## config.mk

```make
export PLATFORM = sky130hd
export DESIGN_NAME = rom_image_checksum_crc_engine
export DESIGN_NICKNAME = d
export VERILOG_FILES = /design/src/ricc_pkg.sv /design/src/ricc_lane.sv /design/src/ricc_trailer.sv /design/src/rom_image_checksum_crc_engine.sv
export SDC_FILE = /design/constraint.sdc
export NUM_CORES = 1
export LEC_CHECK = 0
export BUFFER_PORTS_ARGS = -buffer_cell sky130_fd_sc_hd__buf_2
export CORE_ASPECT_RATIO = 0.6
export CORE_UTILIZATION = 60
export CTS_CLUSTER_SIZE = 25
export DETAILED_ROUTE_END_ITERATION = 7
export PLACE_DENSITY = 0.78
export SETUP_SLACK_MARGIN = 0.4
export SKIP_CTS_REPAIR_TIMING = 1
export SYNTH_ARGS = -nofsm -noshare
export SYNTH_HDL_FRONTEND = slang
export SYNTH_SLANG_ARGS = --single-unit
```

## constraint.sdc

```tcl
create_clock -name clk -period 13 [get_ports clk]
set_clock_uncertainty 0.1 [all_clocks]
set_input_delay 3.25 -clock clk [delete_from_list [all_inputs] [get_ports clk]]
set_output_delay 3.25 -clock clk [all_outputs]
set_load 0.01 [all_outputs]
```

## src/ricc_pkg.sv

```systemverilog
`default_nettype none

package ricc_pkg;

    localparam int unsigned LANES      = 4;
    localparam int unsigned BYTE_W     = 8;
    localparam int unsigned WORD_W     = LANES * BYTE_W;
    localparam int unsigned CRC_W      = 16;
    localparam logic [CRC_W-1:0] CRC_POLY = 16'hA001;

    // trailer word kinds, carried on the master tuser
    localparam logic [1:0] SLOT_SUM = 2'd0;
    localparam logic [1:0] SLOT_LO  = 2'd1;
    localparam logic [1:0] SLOT_HI  = 2'd2;

    typedef struct packed {
        logic take;       // word accepted this cycle
        logic take_last;  // accepted word closes the run
        logic fin_move;   // closing stage hands over to the trailer
    } ricc_ctrl_t;

    // reflected CRC-16 update with one byte
    function automatic logic [CRC_W-1:0] crc_byte(input logic [CRC_W-1:0] crc,
                                                  input logic [BYTE_W-1:0] data);
        logic [CRC_W-1:0] c;
        logic [CRC_W-1:0] t;
        c = crc ^ {{(CRC_W-BYTE_W){1'b0}}, data};
        t = {{(CRC_W-BYTE_W){1'b0}}, c[BYTE_W-1:0]};
        for (int k = 0; k < BYTE_W; k++)
        begin
            t = (t >> 1) ^ (t[0] ? CRC_POLY : '0);
        end
        return {{(CRC_W-BYTE_W){1'b0}}, c[CRC_W-1:BYTE_W]} ^ t;
    endfunction

endpackage

`default_nettype wire

```

## src/ricc_lane.sv

```systemverilog
`default_nettype none

module ricc_lane
    import ricc_pkg::*;
(
    input  wire logic              clk,
    input  wire logic              rst_n,
    input  wire ricc_ctrl_t        ctrl,
    input  wire logic [BYTE_W-1:0] data_byte,
    input  wire logic [BYTE_W-1:0] neg_byte,
    output logic      [CRC_W-1:0]  crc_out
);

    logic [CRC_W-1:0] crc_reg;
    logic [CRC_W-1:0] crc_next;
    logic [CRC_W-1:0] crc_upd;
    logic [CRC_W-1:0] fin_crc_reg;
    logic [CRC_W-1:0] trl_crc_reg;

    assign crc_upd = crc_byte(crc_reg, data_byte);

    always_comb
    begin
        crc_next = crc_reg;
        if (ctrl.take)
        begin
            crc_next = ctrl.take_last ? '0 : crc_upd;
        end
    end

    always_ff @(posedge clk or negedge rst_n)
    begin
        if (!rst_n)
        begin
            crc_reg <= '0;
        end
        else
        begin
            crc_reg <= crc_next;
        end
    end

    // hold the closing CRC, then fold in the negated sum byte
    always_ff @(posedge clk)
    begin
        if (ctrl.take && ctrl.take_last)
        begin
            fin_crc_reg <= crc_upd;
        end
        if (ctrl.fin_move)
        begin
            trl_crc_reg <= crc_byte(fin_crc_reg, neg_byte);
        end
    end

    assign crc_out = trl_crc_reg;

endmodule

`default_nettype wire

```

## src/ricc_trailer.sv

```systemverilog
`default_nettype none

module ricc_trailer
    import ricc_pkg::*;
(
    input  wire logic                   clk,
    input  wire logic                   rst_n,
    input  wire logic                   in_valid,
    input  wire logic [WORD_W-1:0]      in_word,
    input  wire logic                   in_last,
    output logic                        in_ready,
    input  wire logic [LANES*CRC_W-1:0] lane_crc,
    output ricc_ctrl_t                  ctrl,
    output logic      [WORD_W-1:0]      neg_word,
    output logic                        out_valid,
    input  wire logic                   out_ready,
    output logic      [WORD_W-1:0]      out_word,
    output logic      [1:0]             out_slot,
    output logic                        out_last
);

    logic [WORD_W-1:0] sum_reg;
    logic [WORD_W-1:0] sum_next;
    logic [WORD_W-1:0] neg_reg;
    logic [WORD_W-1:0] trl_neg_reg;
    logic              fin_valid_reg;
    logic              fin_valid_next;
    logic              trl_valid_reg;
    logic              trl_valid_next;
    logic [1:0]        slot_reg;
    logic [1:0]        slot_next;
    logic              take;
    logic              trl_done;
    logic              fin_move;
    logic [WORD_W-1:0] lo_word;
    logic [WORD_W-1:0] hi_word;

    assign trl_done = trl_valid_reg && out_ready && (slot_reg == SLOT_HI);
    assign fin_move = fin_valid_reg && (!trl_valid_reg || trl_done);
    assign in_ready = !fin_valid_reg || fin_move;
    assign take     = in_valid && in_ready;

    assign ctrl.take      = take;
    assign ctrl.take_last = in_last;
    assign ctrl.fin_move  = fin_move;
    assign neg_word       = neg_reg;

    always_comb
    begin
        sum_next       = sum_reg;
        fin_valid_next = fin_valid_reg;
        trl_valid_next = trl_valid_reg;
        slot_next      = slot_reg;
        if (take)
        begin
            sum_next = in_last ? '0 : sum_reg + in_word;
        end
        if (fin_move)
        begin
            fin_valid_next = 1'b0;
        end
        if (take && in_last)
        begin
            fin_valid_next = 1'b1;
        end
        if (trl_valid_reg && out_ready)
        begin
            case (slot_reg)
                SLOT_SUM: slot_next = SLOT_LO;
                SLOT_LO:  slot_next = SLOT_HI;
                default:
                begin
                    slot_next      = SLOT_SUM;
                    trl_valid_next = 1'b0;
                end
            endcase
        end
        if (fin_move)
        begin
            trl_valid_next = 1'b1;
            slot_next      = SLOT_SUM;
        end
    end

    always_ff @(posedge clk or negedge rst_n)
    begin
        if (!rst_n)
        begin
            sum_reg       <= '0;
            fin_valid_reg <= 1'b0;
            trl_valid_reg <= 1'b0;
            slot_reg      <= SLOT_SUM;
        end
        else
        begin
            sum_reg       <= sum_next;
            fin_valid_reg <= fin_valid_next;
            trl_valid_reg <= trl_valid_next;
            slot_reg      <= slot_next;
        end
    end

    always_ff @(posedge clk)
    begin
        if (take && in_last)
        begin
            neg_reg <= '0 - sum_reg - in_word;
        end
        if (fin_move)
        begin
            trl_neg_reg <= neg_reg;
        end
    end

    always_comb
    begin
        for (int i = 0; i < LANES; i++)
        begin
            lo_word[i*BYTE_W +: BYTE_W] = lane_crc[i*CRC_W +: BYTE_W];
            hi_word[i*BYTE_W +: BYTE_W] = lane_crc[i*CRC_W + BYTE_W +: BYTE_W];
        end
    end

    always_comb
    begin
        case (slot_reg)
            SLOT_SUM: out_word = trl_neg_reg;
            SLOT_LO:  out_word = lo_word;
            default:  out_word = hi_word;
        endcase
    end

    assign out_valid = trl_valid_reg;
    assign out_slot  = slot_reg;
    assign out_last  = (slot_reg == SLOT_HI);

    a_sum_cleared: assert property (@(posedge clk) disable iff (!rst_n)
        take && in_last |=> sum_reg == '0)
        else $error("sum not cleared after closing word");

    a_fin_hold: assert property (@(posedge clk) disable iff (!rst_n)
        fin_valid_reg && !fin_move |=> fin_valid_reg && $stable(neg_reg))
        else $error("closing stage lost while trailer busy");

    a_trl_start: assert property (@(posedge clk) disable iff (!rst_n)
        fin_move |=> trl_valid_reg && slot_reg == SLOT_SUM)
        else $error("trailer did not start with checksum word");

    a_no_bad_slot: assert property (@(posedge clk) disable iff (!rst_n)
        trl_valid_reg |-> slot_reg == SLOT_SUM || slot_reg == SLOT_LO
                          || slot_reg == SLOT_HI)
        else $error("trailer slot out of sequence");

endmodule

`default_nettype wire

```

## src/rom_image_checksum_crc_engine.sv

```systemverilog
// Image checksum and CRC engine.
// Slave stream: one 32-bit image word per beat on s_axis_tdata (byte 0 in
// bits 7:0); s_axis_tlast marks the last word before the trailer.
// Master stream: three trailer words per run, in order: negated additive
// sum, CRC low bytes of lanes 0..3, CRC high bytes of lanes 0..3.
// m_axis_tuser gives the slot (0, 1, 2), m_axis_tlast marks the third word.
// Throughput: one input word per cycle, set by the four byte lanes each
// doing one CRC byte update per cycle. Each run drains three output beats,
// so runs shorter than three words stall the slave side while the trailer
// register is occupied.
// Path: the closing stage loads at the edge that accepts the closing word,
// and the trailer register loads from it once the trailer is free; the
// first trailer word is driven from the trailer register.
// Reset clears the sum, the lane CRCs and all valid flags; no pass is needed.
// When the receiver stalls, the trailer word holds; one more closing word
// waits in the closing stage, then s_axis_tready drops.
`default_nettype none

module rom_image_checksum_crc_engine
    import ricc_pkg::*;
(
    input  wire logic              clk,
    input  wire logic              rst_n,
    input  wire logic              s_axis_tvalid,
    output logic                   s_axis_tready,
    input  wire logic [WORD_W-1:0] s_axis_tdata,   // rom_word
    input  wire logic              s_axis_tlast,   // final_word
    output logic                   m_axis_tvalid,
    input  wire logic              m_axis_tready,
    output logic      [WORD_W-1:0] m_axis_tdata,   // patch_word
    output logic      [1:0]        m_axis_tuser,   // patch_slot
    output logic                   m_axis_tlast    // run_done
);

    ricc_ctrl_t               ctrl;
    logic [WORD_W-1:0]        neg_word;
    logic [LANES*CRC_W-1:0]   lane_crc;

    for (genvar i = 0; i < LANES; i++)
    begin : g_lane
        ricc_lane u_lane (
            .clk       (clk),
            .rst_n     (rst_n),
            .ctrl      (ctrl),
            .data_byte (s_axis_tdata[i*BYTE_W +: BYTE_W]),
            .neg_byte  (neg_word[i*BYTE_W +: BYTE_W]),
            .crc_out   (lane_crc[i*CRC_W +: CRC_W])
        );
    end

    ricc_trailer u_trailer (
        .clk       (clk),
        .rst_n     (rst_n),
        .in_valid  (s_axis_tvalid),
        .in_word   (s_axis_tdata),
        .in_last   (s_axis_tlast),
        .in_ready  (s_axis_tready),
        .lane_crc  (lane_crc),
        .ctrl      (ctrl),
        .neg_word  (neg_word),
        .out_valid (m_axis_tvalid),
        .out_ready (m_axis_tready),
        .out_word  (m_axis_tdata),
        .out_slot  (m_axis_tuser),
        .out_last  (m_axis_tlast)
    );

endmodule

`default_nettype wire
```

* Yosys cells after proc, flatten, opt, wreduce, memory -nomap -nowiden
Cells that the tools add are included.
** Storage, ports and cells
- Register bits :: 292
- Word-level logic and storage cells :: 196
** Operators by class
- $add $sub $neg :: 3
- Equality and inequality tests :: 3
- Muxes and demuxes :: 78
- Bitwise gates (word level) :: 80
- Reductions and logical operators :: 14
** Operator list (count)
- $mux W16 :: 68
- $xor A15 B16 Y16 :: 56
- $xor A16 B8 Y16 :: 8
- $xor A7 B16 Y16 :: 8
- $xor A8 B16 Y16 :: 8
- $pmux W32 S2 :: 1
- $add A32 B32 Y32 :: 1
- $mux W32 :: 1
- $sub A1 B32 Y32 const A :: 1
- $sub A32 B32 Y32 :: 1
- $logic_and A1 B1 Y1 :: 5
- $mux W1 :: 5
- $mux W2 :: 2
- $pmux W2 S2 :: 1
- $reduce_bool A2 Y1 :: 2
- $eq A2 B1 Y1 const B :: 1
- $eq A2 B2 Y1 const B :: 1
- $logic_not A1 Y1 :: 2
- $logic_not A2 Y1 :: 1
- $logic_or A1 B1 Y1 :: 2
- $ne A2 B1 Y1 const B :: 1
- $reduce_and A2 Y1 :: 1
- $reduce_or A2 Y1 :: 1

* Longest topological paths before layout
Gate-level depths: netlist (run 1).
- Word-level depth :: 19
- Gate-level depth with buffers :: 14
- Gate-level depth less buffers :: 14

* By module
From an unflattened synthesis (run 1), not the netlist that was laid out.
** Unflattened totals
- Cells, all modules :: 1426
- Area, all modules :: 16399.5 um^2
** Modules (own cells, without submodules)
- ricc_lane :: times used 4, cells each 147, area an instance 2127.0 um^2, sequential area each 1361.3 um^2
- ricc_trailer :: times used 1, cells each 838, area an instance 7891.3 um^2, sequential area each 2822.7 um^2

* Worst setup path after synthesis (run 1)
Ideal clock, no wire load.
- Kind :: input-to-reg
- Start point :: in m_axis_tready
- End point :: reg g_lane[0].u_lane.fin_crc_reg[0], enable pin
- Data arrival time :: 8.521 ns
- Data required time :: 12.348 ns
- Path slack :: 3.827 ns
- Stages on the path :: 7
- Buffers on the path :: 3
- Cell sequence :: nand2_1 o211ai_1 nand2_1 clkbuf_1 clkbuf_1 clkbuf_1 nor2_1
** On the way
- Longest elaborated chain between the ends :: 7
** RTL lines
- start: declaration :: line rom_image_checksum_crc_engine.sv:29 : input wire logic m_axis_tready,
- $logic_and A1 B1 Y1 (2 in series) :: line ricc_trailer.sv:38 : assign trl_done = trl_valid_reg && out_ready && (slot_reg == SLOT_HI);
- $logic_or A1 B1 Y1 :: line ricc_trailer.sv:39 : assign fin_move = fin_valid_reg && (!trl_valid_reg || trl_done);
- $logic_and A1 B1 Y1 :: line ricc_trailer.sv:39
- $logic_or A1 B1 Y1 :: line ricc_trailer.sv:40 : assign in_ready = !fin_valid_reg || fin_move;
- via s_axis_tready :: line rom_image_checksum_crc_engine.sv:25 : output logic s_axis_tready,
- $logic_and A1 B1 Y1 :: line ricc_trailer.sv:41 : assign take = in_valid && in_ready;
- $logic_and A1 B1 Y1 :: line ricc_lane.sv:46 : if (ctrl.take && ctrl.take_last)
- end signal: assignment :: line ricc_lane.sv:48 : fin_crc_reg <= crc_upd;
- end: declaration :: line ricc_lane.sv:17 : logic [CRC_W-1:0] fin_crc_reg;
The timed path passes the listed nets, and every way through them passes these cells.
A chain may end at the register's enable or synchronous reset.

* Final worst setup path (run 1)
- Start point :: in m_axis_tready
- End point :: out s_axis_tready
** On the way
- Longest elaborated chain between the ends :: 5
** RTL lines (line)
- $logic_and A1 B1 Y1 (2 in series) :: ricc_trailer.sv:38
- $logic_or A1 B1 Y1 :: ricc_trailer.sv:39
- $logic_and A1 B1 Y1 :: ricc_trailer.sv:39
- $logic_or A1 B1 Y1 :: ricc_trailer.sv:40
- end: declaration :: rom_image_checksum_crc_engine.sv:25
Every way passes these cells.

==> metrics, run 1 <==
final-layout fill cell count 1,830; clk sinks 292; max-slew violations 0; largest net degree at the start of global routing 86; Pleak 7.11 nW; Overflow after GRT 0; worst hold path class flip-flop to flip-flop; Sw Ratio 40.1%; CP endpoint kind output pin; max cap viols 0; Clock power frac 16.5%; Post-Syn Area 15,500 sq um; Total GRT Usage 25.9%; asr flop ratio synth 34.2%; Compound-Gate Fraction of Synth Area 12.6%; gpl congestion 0.930; Routed WL 33.9 mm; Die Width 210 um; initial antenna violation count 0; Tmin final 7400 ps; total die area 26,600 sq um; area growth from synthesis to layout 10.5%; Detail Placement HPWL 24.1 mm; status complete, no violations; Vias 10,200; Clock Path Buffers 3; Post-Synth XOR/XNOR Area 13.9%; Reg power frac 34.2%; Routed Antenna Nets 0; Final setup viols 0; VDD IR max 0.112 mV; count of cell types in the netlist 72; critical path class input pin to output pin; Pwr Density 307 nW/um^2; syn_nets 1,471; Hold Violations, Final 0; Achievable Freq 0.135 GHz; Avg Cell Area, Syn 11.5 sq um; clk_lat worst skew 560 ps; Site Rows 45; CP max stage delay 230 ps; Final Cycle Share 56.9%; TNS Setup 0 ps; core area 25,300 sq um; drt pass-1 iters 6; Psw 0.00211 W; P_int 0.00316 W; Clk pin slew, worst setup/hold paths 70 ps; htree depth 1; vias per cell 5.82; Synth Area in Simple Gates 7.32%; initial drt markers 1,072; CTS tree done; Most used DFF post-synth edfxtp_1; Worst path most repeated cell buf_2; number of synthesis warnings 0; crit start category input pin; Root Driver clkbuf_16; CTS Buf Count 28; Yosys top cell area share 37.1%; Inserted Diodes 0; sequential area share after synthesis 53.2%; number of synthesized flops with an enable pin 192; vias in the first global route 9,486; Slew @ Worst Pin 1150 ps; Arrival @ worst endpoint 4050 ps; flops & latches, synth 292; # port buffers 73; mux cell area share after synthesis 2.33%; DR DRC count 0; worst-path cell chain buf_2 > nand2_1 > o211ai_1 > buf_4 > buf_2; top cells by area, synth edfxtp_1 (37%), dfrtp_1 (16%), xnor2_1 (8.9%); fin nets 1,528; largest family of logic cells by synthesized area XOR/XNOR gates; CP required 9650 ps; Die Ht 127 um; Synth Area in Adders 7.09%; Initial Util 61.3%; Worst Path Max Fanout 7; Gate Count Post-Synth 1,348; Slew HR 23.4%; RSZ-0062 raised after global routing false; I/O pin total 74; critical path's slowest cell buf_4; layout cell share with drive strength beyond 1 10.2%; first-pass GRT wire length 52.7 mm; Logic pwr share 49.3%; Synth area leader edfxtp_1; Post-Route Utilization 67.8%; routed len/inst 19.3 um
layer usage:
metal	up-vias	share of wire, %	global-route usage [%]
met5	-	0	0
met4	0	1.3	4.12
met3	38	11	5.47
met2	461	38	33.3
met1	4868	50	44.2
li1	4850	-	-
power by group through the flow:
| stage | clock network [W] | registers [W] | logic (W) |
|---|---|---|---|
| after CTS | 0.000877 | 0.00180 | 0.00257 |
| after detailed placement | 0 | 0.00182 | 0.00253 |
| final | 0.000868 | 0.00180 | 0.00260 |
| after global placement | 0 | 0.00180 | 0.00247 |
| after global routing | 0.000915 | 0.00184 | 0.00283 |
| after floorplan | 0 | 0.00174 | 0.00193 |
layout by cell type, fill, tap and decap left out, types with 7 or more instances in the layout:
cell type	count
a21o_1	31
a21oi_1	41
a22o_1	38
buf_2	72
buf_4	8
clkbuf_1	7
clkbuf_16	29
dfrtp_1	98
edfxtp_1	192
ha_1	84
inv_1	86
mux2i_1	35
nand2_1	162
nand2b_1	10
nand3_1	9
nand4_1	7
nor2_1	32
nor2b_1	8
nor3_1	7
o211ai_1	7
o21a_1	7
o21ai_0	96
o21bai_1	8
o31ai_1	17
xnor2_1	157
xor2_1	78
metrics by stage:
step / std cells / power (W) / cell area [sq um] / setup WS [ps] / hold slack, ps
floorplan: 1348 / 0.00367 / 15500 / 3830 / 300
global placement: 1704 / 0.00426 / 16200 / 5620 / 302
global route: 1756 / 0.00558 / 17200 / 5520 / 321
CTS: 1756 / 0.00525 / 17200 / 5610 / 309
detailed placement: 1704 / 0.00435 / 16200 / 5620 / 305
finish: 1756 / 0.00528 / 17200 / 5600 / 308
path summary, 6_finish.rpt:
check	cells after the start	startpoint	to	slack, ps
max	5	m_axis_tready	s_axis_tready	5600
min	0	g_lane[2].u_lane.fin_crc_reg[13]	g_lane[2].u_lane.crc_out[5]	310
max reg2reg	10	u_trailer.out_slot[1]	u_trailer.sum_reg[30]	9150
min reg2reg	0	g_lane[2].u_lane.fin_crc_reg[13]	g_lane[2].u_lane.crc_out[5]	310
max in group asynchronous	2	rst_n	u_trailer.out_slot[0]	8910
min in group asynchronous	1	rst_n	u_trailer.sum_reg[21]	2560
worst max-delay path: cells and delay by family:
| family | cells | cell delay [ps] |
|---|---|---|
| buffers and inverters | 3 | 490 |
| AO/OA/AOI/OAI | 1 | 220 |
| AND/OR/NAND/NOR | 1 | 80 |
Yosys cell counts, types with 2 or more instances:
library cell	instances
a211oi_1	6
a21boi_0	3
a21o_1	31
a21oi_1	41
a22o_1	38
a31oi_1	6
a41o_1	2
and2_1	2
and3_1	5
buf_1	4
buf_2	7
clkbuf_1	40
dfrtp_1	100
edfxtp_1	192
fa_1	2
ha_1	84
inv_1	86
mux2i_1	35
nand2_1	163
nand2b_1	10
nand3_1	9
nand3b_1	3
nand4_1	7
nand4b_1	2
nor2_1	34
nor2b_1	8
nor3_1	7
nor4b_1	2
o211ai_1	7
o21a_1	7
o21ai_0	96
o21bai_1	8
o221ai_1	2
o22ai_1	4
o31ai_1	17
o31ai_2	2
o41ai_1	4
or3_1	2
xnor2_1	157
xnor3_1	4
xor2_1	78
layout make-up:
| cell class | instances | area, sq um | share of cell area [%] |
|---|---|---|---|
| clock inverters | 13 | 198 | 1.15 |
| clock buffers | 39 | 793 | 4.62 |
| multi-input cells | 916 | 6750 | 39.3 |
| well taps | 329 | 412 | 2.40 |
| inverters | 87 | 327 | 1.90 |
| repair buffers | 80 | 420 | 2.45 |
| flip-flops and latches | 292 | 8270 | 48.2 |
cell families (layout without fill, tap and decap cells):
kind of cell    after synthesis  in the layout
compound gates              293            293
xor+xnor                    240            240
fa+ha+maj                    87             87
buf+inv                     140            219
flops                       292            292
mux                          36             36
simple gates                260            260
(Power assumes the default switching activity.)
==> run 2, diff against run 1 <==
ABC_AREA = 1   (was not set)
clock period = 7.61 ns   (was 13 ns; I/O delays follow)
==> run 2 against run 1 <==
Effect of this change: flip-flop and latch count is the same; hold slack gained 5.1 ps; critical path depth grew 1; utilization shrank 0.75 points; non-clock buffer count grew 2; final area grew 7.6%; via count grew 31%; sequential share of layout area shrank 3.4 points; sequential power grew 62%; clock-buffer cell count shrank 3; clock power grew 67%; die area grew 8.2%.
==> metrics, run 2 <==
clk sinks 292; crit start category flip-flop; Worst path most repeated cell buf_4; first-pass GRT wire length 69.3 mm; htree depth 1; Overflow after GRT 0; Post-Route Utilization 67.0%; number of synthesized flops with an enable pin 192; vias per cell 5.74; Post-Syn Area 16,800 sq um; Post-synth top cells nand2_1 (491), inv_1 (237), edfxtp_1 (192), nand3_1 (145), dfrtp_1 (100); drt pass-1 iters 6; number of synthesis warnings 0; CTS Buf Count 27; I/O pin total 74; sequential area share after synthesis 49.2%; syn_nets 2,002; Routed WL 44.7 mm; top cells by area, synth edfxtp_1 (34%), dfrtp_1 (15%), nand2_1 (11%); max cap viols 0; Gate Count Post-Synth 1,879; Root Driver clkbuf_16; Clk pin slew, worst setup/hold paths 70 ps; total die area 28,700 sq um; gpl congestion 0.959; r2r setup slk 3750 ps; commonest cells after routing, fill and taps aside nand2_1 (491), inv_1 (237), edfxtp_1 (192); area of the multi-input gates 7460 sq um; WHS 313 ps; routed len/inst 19.1 um; TNS Setup 0 ps; largest net degree at the start of global routing 77; Initial Util 61.0%; Yosys top cell area share 34.3%; Slew @ Worst Pin 1050 ps; CP endpoint kind output pin; critical path class flip-flop to output pin; Inserted Diodes 0; Pleak 8.28 nW; DR DRC count 0; Die Width 218 um; Site Rows 47; fin nets 2,074; Worst Path Max Fanout 33; Final Cycle Share 60.2%; RSZ-0062 raised after global routing false; Most used DFF post-synth edfxtp_1; Synth area leader edfxtp_1; asr flop ratio synth 34.2%; status complete, no violations; critical path's slowest cell dfrtp_1; Clock Path Buffers 3; final-layout fill cell count 2,186; Avg Cell Area, Syn 8.95 sq um; clk_lat worst skew 590 ps; CP required 5610 ps; count of cell types in the netlist 51; Detail Placement HPWL 33.9 mm; initial drt markers 1,680; vias in the first global route 12,500; VDD IR max 0.483 mV; register area 8270 sq um; # port buffers 73; Pwr Density 489 nW/um^2; flops & latches, synth 292; Slew HR 30.1%; Achievable Freq 0.218 GHz; worst hold path class flip-flop to flip-flop; Tmin final 4580 ps; Buf/Inv on CP 3; CP max stage delay 830 ps; cell with the most instances after synthesis nand2_1; Die Ht 132 um; Vias 13,400; Routed Antenna Nets 0; max-slew violations 0; CTS tree done; Final setup viols 0; core area 27,600 sq um; Arrival @ worst endpoint 2580 ps; delay-heaviest family, CP flip-flops; commonest non-fill, non-tap cell in the layout nand2_1; area growth from synthesis to layout 9.86%; worst-path cell chain buf_4 > nor2_2 > buf_4 > a22oi_1 > nand2_1 > buf_2; Total GRT Usage 31.6%; initial antenna violation count 0; layout cell share with drive strength beyond 1 9.18%; Hold Violations, Final 0
run 2: cell count changes in the layout (fill, tap and decap cells not counted), sizes merged, moves of 27 or more:
cell,before,now
nor2,34,96
xnor2,157,89
nand2,163,505
mux2i,35,0
nand3,9,146
inv,87,247
a21oi,42,91
a21o,32,5
o22ai,4,37
a22o,38,4
run 2: per-layer routing:
layer	part of all wire [%]	vias to the layer above	global-route usage (%)
met5	0	-	0
met4	1.9	0	6.22
met3	12	83	6.62
met2	39	716	42.0
met1	48	6249	52.1
li1	-	6371	-
run 2: worst paths after layout:
check                                               to                              from  cells after the start
setup / recovery                      m_axis_tdata[10]             u_trailer.out_slot[0]                      6
hold / removal             g_lane[2].u_lane.crc_out[3]  g_lane[2].u_lane.fin_crc_reg[11]                      0
min in group asynchronous        u_trailer.sum_reg[29]                             rst_n                      1
max in group asynchronous        u_trailer.out_slot[0]                             rst_n                      2
setup reg to reg                 u_trailer.neg_word[2]             u_trailer.out_slot[0]                     10
hold reg to reg            g_lane[2].u_lane.crc_out[3]  g_lane[2].u_lane.fin_crc_reg[11]                      0
run 2: power breakdown:
part,internal [W],switching [W],total (W)
clock,0.000828,0.000621,0.00145
sequential,0.00257,0.000339,0.00291
combinational,0.00155,0.00313,0.00467
total,0.00494,0.00409,0.00903
run 2: cell type report:
class | count | share of cell area, %
sequential | 292 | 44.7
multi-input combinational | 1304 | 40.4
inverter | 244 | 4.98
clock buffer | 36 | 4.00
tap | 367 | 2.48
timing repair buffer | 82 | 2.36
clock inverter | 14 | 1.07
run 2: worst reg2reg max path: stages (launching register included):
cell and delay (ps):
dfrtp_1 660, buf_4 360, nor2_4 130, nand2_1 80, nand2_1 70, inv_2 60, nand2_2 110, nand2_2 270
buf_4 320, nor2_4 440, buf_4 810
run 2: cells by family after synthesis:
logic type	share of synthesized area [%]
AND/OR/NAND/NOR	20.1
flip-flops	49.2
buffers and inverters	6.61
XOR/XNOR	8.26
AO/OA/AOI/OAI	9.39
adder cells (fa/ha/maj)	6.49
run 2: through the flow:
stage | worst slack (ps) | std cells | area (sq um) | total power [W]
after floorplan | 728 | 1879 | 16800 | 0.00609
after global placement | 2980 | 2289 | 17500 | 0.00732
after detailed placement | 2900 | 2289 | 17500 | 0.00747
after CTS | 3020 | 2339 | 18500 | 0.00894
after global routing | 2920 | 2339 | 18500 | 0.00959
final | 3030 | 2339 | 18500 | 0.00903
